**config.mk**
```make
export PLATFORM = sky130hd
export DESIGN_NAME = gps_div_pipe
export DESIGN_NICKNAME = d
export VERILOG_FILES = /design/src/hdl/gradient_pixel_shader_macros.svh /design/src/hdl/gps_pkg.sv /design/src/hdl/gps_div_pipe.sv
export SDC_FILE = /design/constraint.sdc
export NUM_CORES = 2
export LEC_CHECK = 0
export BUFFER_PORTS_ARGS = -buffer_cell sky130_fd_sc_hd__buf_2
export CORE_ASPECT_RATIO = 0.7
export CORE_MARGIN = 4
export CORE_UTILIZATION = 38
export DETAILED_ROUTE_END_ITERATION = 12
export PLACE_DENSITY = 0.59
export SLEW_MARGIN = 20
export SYNTH_ARGS = -nofsm -noshare
export SYNTH_HDL_FRONTEND = slang
export SYNTH_SLANG_ARGS = --single-unit
```
**constraint.sdc**
```tcl
create_clock -name clk -period 3.51 [get_ports clk]
set_input_delay 0.351 -clock clk [delete_from_list [all_inputs] [get_ports clk]]
set_output_delay 0.351 -clock clk [all_outputs]
set_load 0.01 [all_outputs]
```
**src/hdl/gradient_pixel_shader_macros.svh**
```systemverilog
`ifndef GRADIENT_PIXEL_SHADER_MACROS_SVH
`define GRADIENT_PIXEL_SHADER_MACROS_SVH

// property that must hold whenever the precondition is true
`define GPS_ASSERT_IMPLY(name, pre, post, msg) \
	name: assert property (@(posedge clk) disable iff (!arst_n) (pre) |-> (post)) else $error(msg);

// property checked in the cycle after the precondition
`define GPS_ASSERT_NEXT(name, pre, post, msg) \
	name: assert property (@(posedge clk) disable iff (!arst_n) (pre) |=> (post)) else $error(msg);

`endif

```
**src/hdl/gps_pkg.sv**
```systemverilog
package gps_pkg;

	localparam int MAX_STOPS_DEF = 16;
	localparam int FRAC_BITS_DEF = 16;

	localparam int PT_W       = 20;
	localparam int SC_W       = 24;
	localparam int D_W        = 21;
	localparam int PROD_W     = 45;
	localparam int OFF_W      = 17;
	localparam int CH_W       = 8;
	localparam int COL_W      = 32;
	localparam int STOP_IDX_W = 4;
	localparam int CNT_W      = 5;
	localparam int CFG_IDX_W  = 3;
	localparam int CFG_DATA_W = 24;
	localparam int MAG_W      = 31;
	localparam int SQ_W       = 62;
	localparam int SUM_W      = 63;
	localparam int RT_W       = 64;
	localparam int ROOT_ITER  = 32;
	localparam int ROOT_W     = 32;
	localparam int NUM_W      = 17;
	localparam int BLEND_W    = 25;
	localparam int DIVN_W     = 27;
	localparam int DIVD_W     = 18;
	localparam int QUO_W      = 8;
	localparam int CHANNELS   = 4;

	localparam longint SAT_LIM = 64'd1 << 30;

	typedef enum logic {
		MODE_STOP   = 1'b0,
		MODE_SAMPLE = 1'b1
	} mode_t;

	typedef enum logic {
		KIND_LINEAR = 1'b0,
		KIND_RADIAL = 1'b1
	} kind_t;

	typedef enum logic [1:0] {
		EXT_CLAMP  = 2'd0,
		EXT_REPEAT = 2'd1,
		EXT_MIRROR = 2'd2
	} ext_t;

	typedef enum logic [CFG_IDX_W-1:0] {
		CFG_KIND     = 3'd0,
		CFG_EXTEND   = 3'd1,
		CFG_COUNT    = 3'd2,
		CFG_ORIGIN_X = 3'd3,
		CFG_ORIGIN_Y = 3'd4,
		CFG_SCALE_X  = 3'd5,
		CFG_SCALE_Y  = 3'd6
	} cfg_reg_t;

	typedef struct packed {
		logic adv;
		logic vld;
	} pipe_ctl_t;

	typedef struct packed {
		logic [STOP_IDX_W-1:0] idx;
		logic [OFF_W-1:0]      offset;
		logic [COL_W-1:0]      colour;
	} stop_wr_t;

endpackage

```
**src/hdl/gps_div_pipe.sv**
```systemverilog
module gps_div_pipe #(
	parameter int SB_W = 1
) (
	input  logic                                            clk,
	input  logic                                            arst_n,
	input  gps_pkg::pipe_ctl_t                              ctl,
	input  logic [gps_pkg::CHANNELS-1:0][gps_pkg::DIVN_W-1:0] num,
	input  logic [gps_pkg::DIVD_W-1:0]                      den,
	input  logic [SB_W-1:0]                                 sb_in,
	output logic                                            vld,
	output logic [gps_pkg::CHANNELS-1:0][gps_pkg::QUO_W-1:0]  quo,
	output logic [SB_W-1:0]                                 sb_out
);
	import gps_pkg::*;

	logic [CHANNELS-1:0][DIVN_W-1:0] rem_s [QUO_W+1];
	logic [CHANNELS-1:0][QUO_W-1:0]  quo_s [QUO_W+1];
	logic [DIVD_W-1:0]               den_s [QUO_W+1];
	logic                            vld_s [QUO_W+1];
	logic [SB_W-1:0]                 sb_s  [QUO_W+1];

	assign rem_s[0] = num;
	assign quo_s[0] = '0;
	assign den_s[0] = den;
	assign vld_s[0] = ctl.vld;
	assign sb_s[0]  = sb_in;

	for (genvar k = 0; k < QUO_W; k++) begin : g_step
		localparam int J = QUO_W - 1 - k;
		logic [DIVN_W-1:0]               dsh;
		logic [CHANNELS-1:0][DIVN_W-1:0] rem_nx;
		logic [CHANNELS-1:0][QUO_W-1:0]  quo_nx;

		always_comb begin
			dsh = DIVN_W'(den_s[k]) << J;
			for (int c = 0; c < CHANNELS; c++) begin
				if (rem_s[k][c] >= dsh) begin
					rem_nx[c] = rem_s[k][c] - dsh;
					quo_nx[c] = quo_s[k][c] | (QUO_W'(1) << J);
				end else begin
					rem_nx[c] = rem_s[k][c];
					quo_nx[c] = quo_s[k][c];
				end
			end
		end

		always_ff @(posedge clk or negedge arst_n) begin
			if (!arst_n) begin
				vld_s[k+1] <= 1'b0;
			end else if (ctl.adv) begin
				vld_s[k+1] <= vld_s[k];
			end
		end

		always_ff @(posedge clk) begin
			if (ctl.adv) begin
				rem_s[k+1] <= rem_nx;
				quo_s[k+1] <= quo_nx;
				den_s[k+1] <= den_s[k];
				sb_s[k+1]  <= sb_s[k];
			end
		end
	end

	assign vld    = vld_s[QUO_W];
	assign quo    = quo_s[QUO_W];
	assign sb_out = sb_s[QUO_W];
endmodule

```
# Yosys cells after proc, flatten, opt, wreduce, memory -nomap -nowiden
# Cells that the tools add are included.
dict set report word_totals {
  reg_bits 1154
  inputBits 131
  out_inout_bits 34
  elab_cells 203
}
dict set report op_classes {
  add_sub_neg 28
  magnitude_cmp 32
  mux 32
}
# operator count
set ops {}
lappend ops {{two-way mux 27 bit} 28}
lappend ops {{>= comparator 27 x 18 -> 1 bit} 4}
lappend ops {{>= comparator 27 x 19 -> 1 bit} 4}
lappend ops {{>= comparator 27 x 20 -> 1 bit} 4}
lappend ops {{>= comparator 27 x 21 -> 1 bit} 4}
lappend ops {{>= comparator 27 x 22 -> 1 bit} 4}
lappend ops {{>= comparator 27 x 23 -> 1 bit} 4}
lappend ops {{>= comparator 27 x 24 -> 1 bit} 4}
lappend ops {{>= comparator 27 x 25 -> 1 bit} 4}
lappend ops {{subtractor 27 x 19 -> 27 bit} 4}
lappend ops {{subtractor 27 x 20 -> 27 bit} 4}
lappend ops {{subtractor 27 x 21 -> 27 bit} 4}
lappend ops {{subtractor 27 x 22 -> 27 bit} 4}
lappend ops {{subtractor 27 x 23 -> 27 bit} 4}
lappend ops {{subtractor 27 x 24 -> 27 bit} 4}
lappend ops {{subtractor 27 x 25 -> 27 bit} 4}
lappend ops {{two-way mux 8 bit} 4}

# Depth between registers and ports, before layout
dict set report logic_depth {
  word_depth 2
  ltp_mapped 16
  mapped_depth_nobuf 14
}

# Worst setup path before layout
# Ideal clock, no wire load.
dict set report synth_path {
  path_type {register to register}
  startpoint {reg rem_s[435] (netlist bit)}
  endpoint {reg rem_s[328] (netlist bit), data pin}
  setup_time_ns 0.260
  t_arrival_ns 3.085
  t_required_ns 3.250
  path_slack_ns 0.165
  path_stages_with_launch 13
  path_buffers 0
  period_less_slack_ns 3.345
  cell_sequence {edfxtp_1 > inv_1 > ha_1 > inv_1 > fa_1 > a211o_1 > a2111oi_4 > o21ai_2 > a31oi_4 > o21ai_2 > a21o_1 > a211oi_4 > mux2_2}
}
# item line_no
set synth_lines {}
lappend synth_lines {{start: declaration} gps_div_pipe.sv:16} ;# logic [CHANNELS-1:0][DIVN_W-1:0] rem_s [QUO_W+1];
lappend synth_lines {{start signal: indexed assignment} gps_div_pipe.sv:57} ;# rem_s[k+1] <= rem_nx;

==> flow_summary.json <==
{
  "die_w_um": 506,
  "hold_path_end": "quo_s[58]",
  "vias": 52204,
  "area_delta_synth_final_pct": 20.5,
  "max_freq_mhz": 287,
  "rows": 127,
  "grt_max_degree": 109,
  "skew_ns": 0.0322,
  "worstReg2RegEnd": "rem_s[346]",
  "die_area_mm2": 0.181,
  "clockBufferDepth": 3,
  "crit_path_end_kind": "flip-flop",
  "grt_antenna_before_repair": 16,
  "ys_ff_latch": 1042,
  "grt_pass1_wl_mm": 304,
  "r2r-start": "den_s[74]",
  "dr.pass1.iters": 6,
  "numCtsBuffers": 114,
  "holdPathStages": 1,
  "cts.sinks": 1042,
  "mostFrequentLayoutCells": "1034 x edfxtp_1, 572 x ha_1, 524 x buf_4, 510 x a21oi_1, 484 x nand2_1",
  "total_power_uw": 58400,
  "r2r.worst_path.cells": 13,
  "htree_levels": 3,
  "layout_commonest_cell": "edfxtp_1",
  "postSynth.asyncResetShare_pct": 0.768,
  "portBuffers": 164,
  "worstHoldStart": "ctl[1]",
  "clkTransAtPathRegs_ns": 0.06,
  "avgSynthCellArea_um2": 10.6,
  "worst_pin_slew_ns": 1.15,
  "synthFlopType": "edfxtp_1",
  "cts_root_buffer": "clkbuf_16",
  "post_dp_cell_area_mm2": 0.0739,
  "power-per-cell-area_mw_per_mm2": 733,
  "crit_chain": "inv_1 -> ha_1 -> a211o_1 -> a2111oi_4 -> o21ai_2 -> a31oi_4 -> o21ai_2 -> a21o_1 -> a211oi_4 -> buf_6 -> clkbuf_16 -> nand4b_1 -> xnor2_1",
  "path_class": "flip-flop to flip-flop",
  "rsz0062_at_grt": "true",
  "grt_remaining_overflow": 0,
  "die_h_um": 357,
  "synth_cells": 6203,
  "hp-class": "input port to flip-flop",
  "syn-num-nets": 6938,
  "finalSetupViolations": 0,
  "final_area_mm2": 0.0796,
  "slowest_stage": "edfxtp_1",
  "pin_count": 165,
  "final_hold_viol_count": 0,
  "path_max_fanout": 6,
  "cts_tree": "built",
  "worstPathRequired_ns": 4.01,
  "fin_cells": 9482,
  "reg2reg_slack_ns": 0.02,
  "crit_arrival_ns": 3.99,
  "initial_core_util_pct": 38.4,
  "via_per_inst": 5.51,
  "status": "finished, final reports clean",
  "finalMaxSlewViolations": 0,
  "period_share_pct": 99.3,
  "grt_util_all_layers_pct": 22.2,
  "fp.coreArea_mm2": 0.172,
  "cp_slowest_stage_delay_ns": 0.38,
  "place_hpwl_mm": 164,
  "drive_gt1_share_pct": 16.5,
  "globalplace.congestion": 0.921,
  "fin_util_pct": 46.3,
  "drt_drc_violations_left": 0,
  "first_iter_violations": 5570,
  "place_inst": 9112,
  "critPathLaunchType": "flip-flop",
  "grt_pass1_vias": 49359,
  "num-nets-final": 7795,
  "p_leak_uw": 0.0317,
  "crit_buf_inv": 3,
  "yosysWarnings": 0,
  "totalWireLength_mm": 208,
  "avgRoutedWirePerCell_um": 21.9,
  "ys_seq_area_share_pct": 47.3,
  "drv_cap": 0,
  "ir_drop_mv": 0.473,
  "maxSlewHeadroom_pct": 21.2,
  "crit_top_cell": "o21ai_2",
  "path_delay_family": "compound AO/OA/AOI/OAI gates",
  "synth.distinct_cells": 95,
  "synth-edff-count": 1034,
  "synth_area_mm2": 0.0661,
  "min_period_ns": 3.49,
  "clk_latency_ns": 0.77,
  "ant_nets": 0
}
state kept, by name, indices dropped and copies added, names as in the netlist:
signal and cells:
den_s 126, quo 32, quo_s 112, rem_s 756, sb_out 1, sb_s 7
vld 1, vld_s 7
synthesized netlist by cell type, types with 87 or more instances:
| library cell | instances | area, um^2 |
|---|---|---|
| nor2_1 | 484 | 1820 |
| clkbuf_1 | 87 | 327 |
| inv_1 | 329 | 1230 |
| nand2_1 | 484 | 1820 |
| a21oi_1 | 519 | 2600 |
| nor2b_1 | 96 | 601 |
| o21ai_0 | 417 | 2090 |
| ha_1 | 576 | 7210 |
| a21o_1 | 206 | 1550 |
| nand3_1 | 102 | 510 |
| xnor2_1 | 286 | 2500 |
| xor2_1 | 235 | 2060 |
| edfxtp_1 | 1034 | 31000 |
| mux2_2 | 122 | 1370 |
| o21a_1 | 89 | 668 |
| nand2b_1 | 87 | 544 |
| nor3_1 | 126 | 631 |
logic make-up after synthesis:
kind of cell    after synthesis  synth area share [%]
fa+ha+maj                   604                  11.8
mux                         133                  2.25
buf+inv                     458                  2.68
xor+xnor                    521                  6.91
flops                      1042                  47.3
compound gates             1672                  15.9
simple gates               1773                  13.1
worst max path at each step:
stage	startpoint	end	slack, ns	cells after the start
global placement	rem_s[435]	rem_s[328]	-0.09	13
floorplan	rem_s[435]	rem_s[328]	0.16	12
global route	rem_s[435]	rem_s[346]	-0.10	15
finish	den_s[74]	rem_s[346]	0.02	13
CTS	den_s[72]	rem_s[420]	0.0009	14
detailed placement	den_s[108]	rem_s[593]	-0.07	12
layout make-up:
class,instances,area (um^2)
Inverter,334,1290
Tap cell,2322,2910
Sequential cell,1042,31300
Clock inverter,84,873
Multi-Input combinational cell,4703,33400
Antenna cell,2,5.00
Timing Repair Buffer,865,6960
Clock buffer,130,2910
Fill cell,15887,92500
timing repair:
action                     CTS  global route
pin swaps                    6            12
hold buffers               130             0
setup endpoints to repair   13           306
setup buffers                2            21
hold endpoints to repair   136             0
resized for setup            5           108
gates cloned                 1             1
through the flow:
stage | hold WS, ns | setup WS (ns) | setup TNS (ns)
floorplan | 0.0554 | 0.165 | 0
global placement | 0.192 | -0.0943 | -0.359
detailed placement | 0.197 | -0.0692 | -0.265
CTS | 0.0559 | 0.000905 | 0
global route | 0.0747 | -0.101 | -1.02
finish | 0.129 | 0.0239 | 0
metal layers:
metal  vias to the layer above  routed length, um  GRT usage [%]
li1                      24988                  -              -
met1                     25230             103000           34.5
met2                      1770              82500           31.1
met3                       210              19100           5.68
met4                         6               3180           3.73
met5                         -                150          0.472
worst reg2reg max path: cells and delay by family, from the launching register on:
family,cells,cell delay [ns]
AO/OA/AOI/OAI,7,1.71
buffers and inverters,3,0.60
flip-flops,1,0.38
adder cells (fa/ha/maj),1,0.32
AND/OR/NAND/NOR,1,0.13
XOR/XNOR,1,0.07
power by group:
part / switching, uW / total, uW / internal [uW]
Clock: 5390 / 12400 / 6960
Sequential: 2450 / 21000 / 18500
Combinational: 13700 / 25000 / 11300
(Power assumes the default switching activity.)
