===== src/hdl/gradient_pixel_shader_macros.svh =====
`ifndef GRADIENT_PIXEL_SHADER_MACROS_SVH
`define GRADIENT_PIXEL_SHADER_MACROS_SVH

// property that must hold whenever the precondition is true
`define GPS_ASSERT_IMPLY(name, pre, post, msg) \
	name: assert property (@(posedge clk) disable iff (!arst_n) (pre) |-> (post)) else $error(msg);

// property checked in the cycle after the precondition
`define GPS_ASSERT_NEXT(name, pre, post, msg) \
	name: assert property (@(posedge clk) disable iff (!arst_n) (pre) |=> (post)) else $error(msg);

`endif


===== src/hdl/gps_pkg.sv =====
package gps_pkg;

	localparam int MAX_STOPS_DEF = 16;
	localparam int FRAC_BITS_DEF = 16;

	localparam int PT_W       = 20;
	localparam int SC_W       = 24;
	localparam int D_W        = 21;
	localparam int PROD_W     = 45;
	localparam int OFF_W      = 17;
	localparam int CH_W       = 8;
	localparam int COL_W      = 32;
	localparam int STOP_IDX_W = 4;
	localparam int CNT_W      = 5;
	localparam int CFG_IDX_W  = 3;
	localparam int CFG_DATA_W = 24;
	localparam int MAG_W      = 31;
	localparam int SQ_W       = 62;
	localparam int SUM_W      = 63;
	localparam int RT_W       = 64;
	localparam int ROOT_ITER  = 32;
	localparam int ROOT_W     = 32;
	localparam int NUM_W      = 17;
	localparam int BLEND_W    = 25;
	localparam int DIVN_W     = 27;
	localparam int DIVD_W     = 18;
	localparam int QUO_W      = 8;
	localparam int CHANNELS   = 4;

	localparam longint SAT_LIM = 64'd1 << 30;

	typedef enum logic {
		MODE_STOP   = 1'b0,
		MODE_SAMPLE = 1'b1
	} mode_t;

	typedef enum logic {
		KIND_LINEAR = 1'b0,
		KIND_RADIAL = 1'b1
	} kind_t;

	typedef enum logic [1:0] {
		EXT_CLAMP  = 2'd0,
		EXT_REPEAT = 2'd1,
		EXT_MIRROR = 2'd2
	} ext_t;

	typedef enum logic [CFG_IDX_W-1:0] {
		CFG_KIND     = 3'd0,
		CFG_EXTEND   = 3'd1,
		CFG_COUNT    = 3'd2,
		CFG_ORIGIN_X = 3'd3,
		CFG_ORIGIN_Y = 3'd4,
		CFG_SCALE_X  = 3'd5,
		CFG_SCALE_Y  = 3'd6
	} cfg_reg_t;

	typedef struct packed {
		logic adv;
		logic vld;
	} pipe_ctl_t;

	typedef struct packed {
		logic [STOP_IDX_W-1:0] idx;
		logic [OFF_W-1:0]      offset;
		logic [COL_W-1:0]      colour;
	} stop_wr_t;

endpackage


===== src/hdl/gps_sqrt_pipe.sv =====
module gps_sqrt_pipe #(
	parameter int SB_W = 1
) (
	input  logic                      clk,
	input  logic                      arst_n,
	input  gps_pkg::pipe_ctl_t        ctl,
	input  logic [gps_pkg::RT_W-1:0]  value,
	input  logic [SB_W-1:0]           sb_in,
	output logic                      vld,
	output logic [gps_pkg::ROOT_W-1:0] root,
	output logic [SB_W-1:0]           sb_out
);
	import gps_pkg::*;

	logic [RT_W-1:0] rem_s  [ROOT_ITER+1];
	logic [RT_W-1:0] rt_s   [ROOT_ITER+1];
	logic            vld_s  [ROOT_ITER+1];
	logic [SB_W-1:0] sb_s   [ROOT_ITER+1];

	assign rem_s[0] = value;
	assign rt_s[0]  = '0;
	assign vld_s[0] = ctl.vld;
	assign sb_s[0]  = sb_in;

	for (genvar k = 0; k < ROOT_ITER; k++) begin : g_step
		localparam logic [RT_W-1:0] BIT = RT_W'(1) << (2 * (ROOT_ITER - 1 - k));
		logic [RT_W-1:0] trial;
		logic [RT_W-1:0] rem_nx;
		logic [RT_W-1:0] rt_nx;

		always_comb begin
			trial = rt_s[k] + BIT;
			if (rem_s[k] >= trial) begin
				rem_nx = rem_s[k] - trial;
				rt_nx  = (rt_s[k] >> 1) + BIT;
			end else begin
				rem_nx = rem_s[k];
				rt_nx  = rt_s[k] >> 1;
			end
		end

		always_ff @(posedge clk or negedge arst_n) begin
			if (!arst_n) begin
				vld_s[k+1] <= 1'b0;
			end else if (ctl.adv) begin
				vld_s[k+1] <= vld_s[k];
			end
		end

		always_ff @(posedge clk) begin
			if (ctl.adv) begin
				rem_s[k+1] <= rem_nx;
				rt_s[k+1]  <= rt_nx;
				sb_s[k+1]  <= sb_s[k];
			end
		end
	end

	assign vld    = vld_s[ROOT_ITER];
	assign root   = rt_s[ROOT_ITER][ROOT_W-1:0];
	assign sb_out = sb_s[ROOT_ITER];
endmodule


===== config.mk =====
export PLATFORM = sky130hd
export DESIGN_NAME = gps_sqrt_pipe
export DESIGN_NICKNAME = d
export VERILOG_FILES = /design/src/hdl/gradient_pixel_shader_macros.svh /design/src/hdl/gps_pkg.sv /design/src/hdl/gps_sqrt_pipe.sv
export SDC_FILE = /design/constraint.sdc
export NUM_CORES = 2
export LEC_CHECK = 0
export ABC_AREA = 0
export BUFFER_PORTS_ARGS = -buffer_cell sky130_fd_sc_hd__buf_2
export CAP_MARGIN = 30
export CORE_MARGIN = 2
export CORE_UTILIZATION = 40
export DETAILED_ROUTE_END_ITERATION = 6
export PLACE_DENSITY = 0.53
export SYNTH_ARGS = -nofsm -noshare
export SYNTH_HDL_FRONTEND = slang
export SYNTH_SLANG_ARGS = --single-unit

===== constraint.sdc =====
create_clock -name clk -period 3.15 [get_ports clk]
set_clock_uncertainty 0.15 [all_clocks]
set_input_delay 0.4725 -clock clk [delete_from_list [all_inputs] [get_ports clk]]
set_output_delay 0.4725 -clock clk [all_outputs]
set_load 0.005 [all_outputs]

-- After elaboration in Yosys (flattened, before gate mapping)
Index checks and enable logic that the tools add are counted.
- register bits: 4064
- input bits: 69
- output and inout bits: 34
- word-level logic and storage cells: 345
- add/subtract/negate cells: 93
- $lt $le $gt $ge: 32
- muxes and demuxes: 63
- operator list (operator ; number):
    $ge A64 B64 Y1 ; 31
    $mux W64 ; 31
    $mux W63 ; 31
    $sub A64 B64 Y64 ; 30
    $add A63 B11 Y64 const B ; 1
    $add A63 B13 Y64 const B ; 1
    $add A63 B15 Y64 const B ; 1
    $add A63 B17 Y64 const B ; 1
    $add A63 B19 Y64 const B ; 1
    $add A63 B21 Y64 const B ; 1
    $add A63 B23 Y64 const B ; 1
    $add A63 B25 Y64 const B ; 1
    $add A63 B27 Y64 const B ; 1
    $add A63 B29 Y64 const B ; 1
    $add A63 B3 Y64 const B ; 1
    $add A63 B31 Y64 const B ; 1
    $add A63 B33 Y64 const B ; 1
    $add A63 B35 Y64 const B ; 1
    $add A63 B37 Y64 const B ; 1
    $add A63 B39 Y64 const B ; 1
    $add A63 B41 Y64 const B ; 1
    $add A63 B43 Y64 const B ; 1
    $add A63 B45 Y64 const B ; 1
    $add A63 B47 Y64 const B ; 1
    45 further kinds ; 45

-- Longest topological paths before layout
- depth after elaboration: 3
- mapped depth: 15
- mapped depth without buffers: 13

-- Worst setup path after synthesis
Ideal clock, no wire load.
- kind: register -> register
- from: reg rem_s[1386] (netlist bit)
- to: reg rem_s[1337] (netlist bit) (data pin)
- arrival time: 2986 ps
- path slack: -259 ps
- cell stages (with the launch flop): 12
- path buffers: 0
- period minus slack after synthesis: 3409 ps
- cells stage by stage: edfxtp_1 -> ha_1 -> nor2b_1 -> o21ai_0 -> a21boi_0 -> o21ai_0 -> a21oi_1 -> a2111oi_0 -> nand3_1 -> nand3b_1 -> nor4b_1 -> xor2_1
- cells in the longest elaborated chain, start to end: 2
- elaborated cells between the ends (all ways): 3
- classes of those cells: 1 x add/sub; 1 x order compare; 1 x mux
- ends and longest elaborated chain (element ; line ; RTL):
    from (decl) ; gps_sqrt_pipe.sv:15 ; logic [RT_W-1:0] rem_s [ROOT_ITER+1];
    from (signal, indexed assignment) ; gps_sqrt_pipe.sv:52 ; rem_s[k+1] <= rem_nx;
    $sub A64 B64 Y64 / $ge A64 B64 Y1 (equally long branches) ; gps_sqrt_pipe.sv:34, gps_sqrt_pipe.sv:33 ;
    $mux W64 (*) ; gps_sqrt_pipe.sv:33 ; if (rem_s[k] >= trial) begin
    named net g_step[11].rem_nx[57] ; gps_sqrt_pipe.sv:28 ; logic [RT_W-1:0] rem_nx;
The timed path passes the listed nets; every way through them passes the cells marked *.
A chain may end at the register's enable or synchronous reset.

-- Final worst setup path
- from: reg rt_s[938] (netlist bit)
- to: reg rem_s[887] (netlist bit) (data pin)
- cells in the longest elaborated chain, start to end: 3
- elaborated cells between the ends (all ways): 4
- classes of those cells: 2 x add/sub; 1 x order compare; 1 x mux
- ends and longest elaborated chain (element ; line ; RTL):
    from (decl) ; gps_sqrt_pipe.sv:16 ; logic [RT_W-1:0] rt_s [ROOT_ITER+1];
    from (signal, indexed assignment) ; gps_sqrt_pipe.sv:53 ; rt_s[k+1] <= rt_nx;
    $add A64 B27 Y64 (*) ; gps_sqrt_pipe.sv:32 ; trial = rt_s[k] + BIT;
    $sub A64 B64 Y64 / $ge A64 B64 Y1 (equally long branches) ; gps_sqrt_pipe.sv:34, gps_sqrt_pipe.sv:33 ;
    $mux W64 (*) ; gps_sqrt_pipe.sv:33 ;
    named net g_step[18].rem_nx[55] ; gps_sqrt_pipe.sv:28 ;
Marked as above.

==> metrics.txt <==
status finished with violations; violated checks negative setup slack; Fin. Hold Viols 0; Fillers approximately 25000; final setup TNS -69.20 ns; clock-pin transition on the worst setup and hold timing paths approximately 0.060 ns; CP Capture Type flip-flop; sequential area share after synthesis 0.629; DR iter-0 viols slightly below 7000; depth of the CTS H-tree 5; Post-synth ARST share 0.0124; drt wl/cell ~21 um; Clock Power Share 0.301; final WL around 360 mm; Clock Latency Late Sink 0.95 ns; final setup margin -0.379 ns; I/O pin count 103; RSZ-0062 raised after global routing true; vias in the first global route roughly 89000; mean post-synth cell area around 13 um^2; setup slack on the worst flop-to-flop path -0.38 ns; total CTS buffers just under 300; Cells after Synth between 9000 and 10000; Cell Rows slightly above 200; die height about 560 um; core area approximately 300000 um^2; Layout area overhead 35.9%; Synth cell types 110; Placer Congestion 0.926; crit start category flip-flop; area of the mapped netlist about 120000 um^2; PnR Total Power 115000 uW; initial antenna violation count 13; # port buffers between 100 and 150; DRC 0; multiplexer share of the synthesized area 0.0111; Peak VDD IR 0.000479 V; Power Dens Cells approximately 690 nW/um^2; worst-margin pin slew between 0.9 and 1 ns; Placed Cells roughly 16000; Starting Density 0.402; layout cells sized above 1 0.337; clock sink count around 2600; CTS tree yes; Achievable Freq 283 MHz; Net Count, Synth about 10000; synth top area cells edfxtp_1 (62%), ha_1 (5.7%), xnor2_1 (3.5%); total grt overflow 0; area leader, netlist edfxtp_1; first-pass GRT wire length approximately 540 mm; Comb pwr share 0.289; Worst Hold Class input port to flip-flop; number of synthesized register bits roughly 2600; post-route antenna net violation count 0; Crit Path Class flip-flop to flip-flop; max-cap violations 0; Synth Area in Simple Gates 0.121; Nets about 13000; Post-Synth Adder-Cell Area 0.0568; WP data arrival ~4.0 ns; main combinational cell family by area after synthesis simple AND/OR/NAND/NOR gates; EDFF count, synth 2544; die width 558 um; share of the synthesized area in the top cell type 0.622; largest net degree at the start of global routing between 100 and 150; Most used DFF post-synth edfxtp_1; max-slew violations 0; final std cells w/o fill about 17000; Psw between 30000 and 40000 uW; die area around 310000 um^2; Worst EP required between 3 and 4 ns; Pleak between 0.06 and 0.07 uW; max_slew headroom 0.346; vias 87909; vias per std cell approximately 5.2; Final setup viols 469; yosys warns 0; switch share 0.300; critical path peak fanout 2; post-DP HPWL between 200 and 300 mm; Period Utilization, post-route 1.12; drt pass-1 iters 6; Tmin final roughly 3.5 ns; Internal around 80000 uW; post-synthesis xor/xnor area fraction 0.0633; Compound-Gate Fraction of Synth Area 0.0916; root buffer cell clkbuf_16; Longest Clk Path Bufs 4; GRT Total Usage 0.224; Reg power frac 0.410
-- critical path, cell delays in order, from the launching register on --
cell and delay, ns:
edfxtp_1 0.41, inv_2 0.09, ha_4 0.20, a21o_1 0.19, a21o_1 0.17, a21o_1 0.20
or4_4 0.43, a211oi_4 0.24, nor3_2 0.08, or4_4 0.44, or3_4 0.38, nor4_4 0.16
xor2_1 0.11
-- timing repair --
| action | in CTS | in global routing |
|---|---|---|
| setup buffers | 310 | 123 |
| setup endpoints to repair | 845 | 821 |
| resized for setup | 1164 | 308 |
| hold buffers | 71 | 0 |
| cloned | 26 | 1 |
| pin swaps | 438 | 230 |
| hold endpoints to repair | 219 | 0 |
-- layer usage --
layer,GRT usage,share of wire
met1,0.302,0.44
met2,0.378,0.48
met3,0.0255,0.044
met4,0.0706,0.033
met5,0,0
-- synthesized netlist by cell type (35+ instances only) --
| master | number |
|---|---|
| and2_1 | 36 |
| nand2_1 | 603 |
| and3_1 | 47 |
| nand2b_1 | 114 |
| nand3_1 | 166 |
| a211oi_1 | 35 |
| nor3_1 | 277 |
| nand4_1 | 166 |
| xnor2_1 | 487 |
| o31ai_1 | 35 |
| inv_1 | 681 |
| mux2_2 | 105 |
| nand3b_1 | 36 |
| nor2_1 | 654 |
| o21a_1 | 109 |
| or4_1 | 63 |
| o21bai_1 | 38 |
| a21oi_1 | 627 |
| nor4b_1 | 38 |
| or3_1 | 92 |
| nor4_1 | 324 |
| a31oi_1 | 40 |
| o21ai_0 | 420 |
| clkbuf_1 | 134 |
| edfxtp_1 | 2544 |
| ha_1 | 558 |
| a21o_1 | 252 |
| xor2_1 | 401 |
| nor2b_1 | 81 |
-- power by group through the flow --
stage	Clock (uW)	Sequential, uW	Combinational (uW)
6_report	34700	47300	33300
5_1_grt	36900	47700	36200
4_1_cts	35500	47300	32000
3_5_place_dp	0	47800	28700
3_3_place_gp	0	47800	28500
2_1_floorplan	0	46300	15800
-- registers in the layout (all words and copies together) (netlist names) --
signal / cells
sb_out: 1
vld: 1
vld_s: 31
rem_s: 1984
root: 32
rt_s: 496
sb_s: 31
-- through the flow --
step	instance area (um^2)	hold WS, ns	setup slack, ns	util
global placement	146000	0.251	-0.732	0.477
finish	167000	0.107	-0.379	0.546
CTS	165000	0.0312	-0.365	0.539
floorplan	124000	0.0269	-0.101	-
detailed placement	146000	0.255	-0.686	0.478
global route	167000	0.0726	-0.481	0.546
-- cell type report --
class,instances,area [um^2],share of cell area
Timing Repair Buffer,2818,23100,0.138
Inverter,686,2600,0.0156
Tap cell,4100,5130,0.0307
Antenna cell,5,12.5,0.0000750
Multi-Input combinational cell,6229,49100,0.294
Clock inverter,180,2120,0.0127
Sequential cell,2576,77200,0.463
Clock buffer,348,7640,0.0458
-- cells in the final DEF, fill, tap and decap left out, drive strengths merged, types with 41 or more instances in the layout --
master,n
clkinv,112
ha,558
dlygate4sd3,70
and3,47
nor2,654
clkbuf,349
xor2,401
or3,97
nor2b,81
a31oi,41
o21ai,428
inv,696
mux2,114
nand2,603
o21a,109
nor4,338
nand2b,114
nor3,286
xnor2,487
nand3,168
edfxtp,2544
a21oi,627
or4,69
a21o,252
nand4,166
buf,2745
-- cell families after synthesis --
kind of cell               count (synthesis)
and+or+nand+nor                         2854
xor gates and xnor gates                 888
AOI/OAI and AO/OA                       1806
buffers and inverters                    875
muxes                                    122
adders and majority gates                558
DFF                                     2576
-- final timing paths --
kind / start / endpoint / cells past startpoint
max in group asynchronous: arst_n / vld_s[20] / 4
setup / recovery: rt_s[938] / rem_s[887] / 12
setup reg to reg: rt_s[938] / rem_s[887] / 12
hold reg to reg: rem_s[1050] / rem_s[986] / 0
min in group asynchronous: arst_n / vld_s[30] / 4
hold / removal: value[57] / rem_s[2041] / 2
Note: power is estimated with default switching activity, not from simulation.
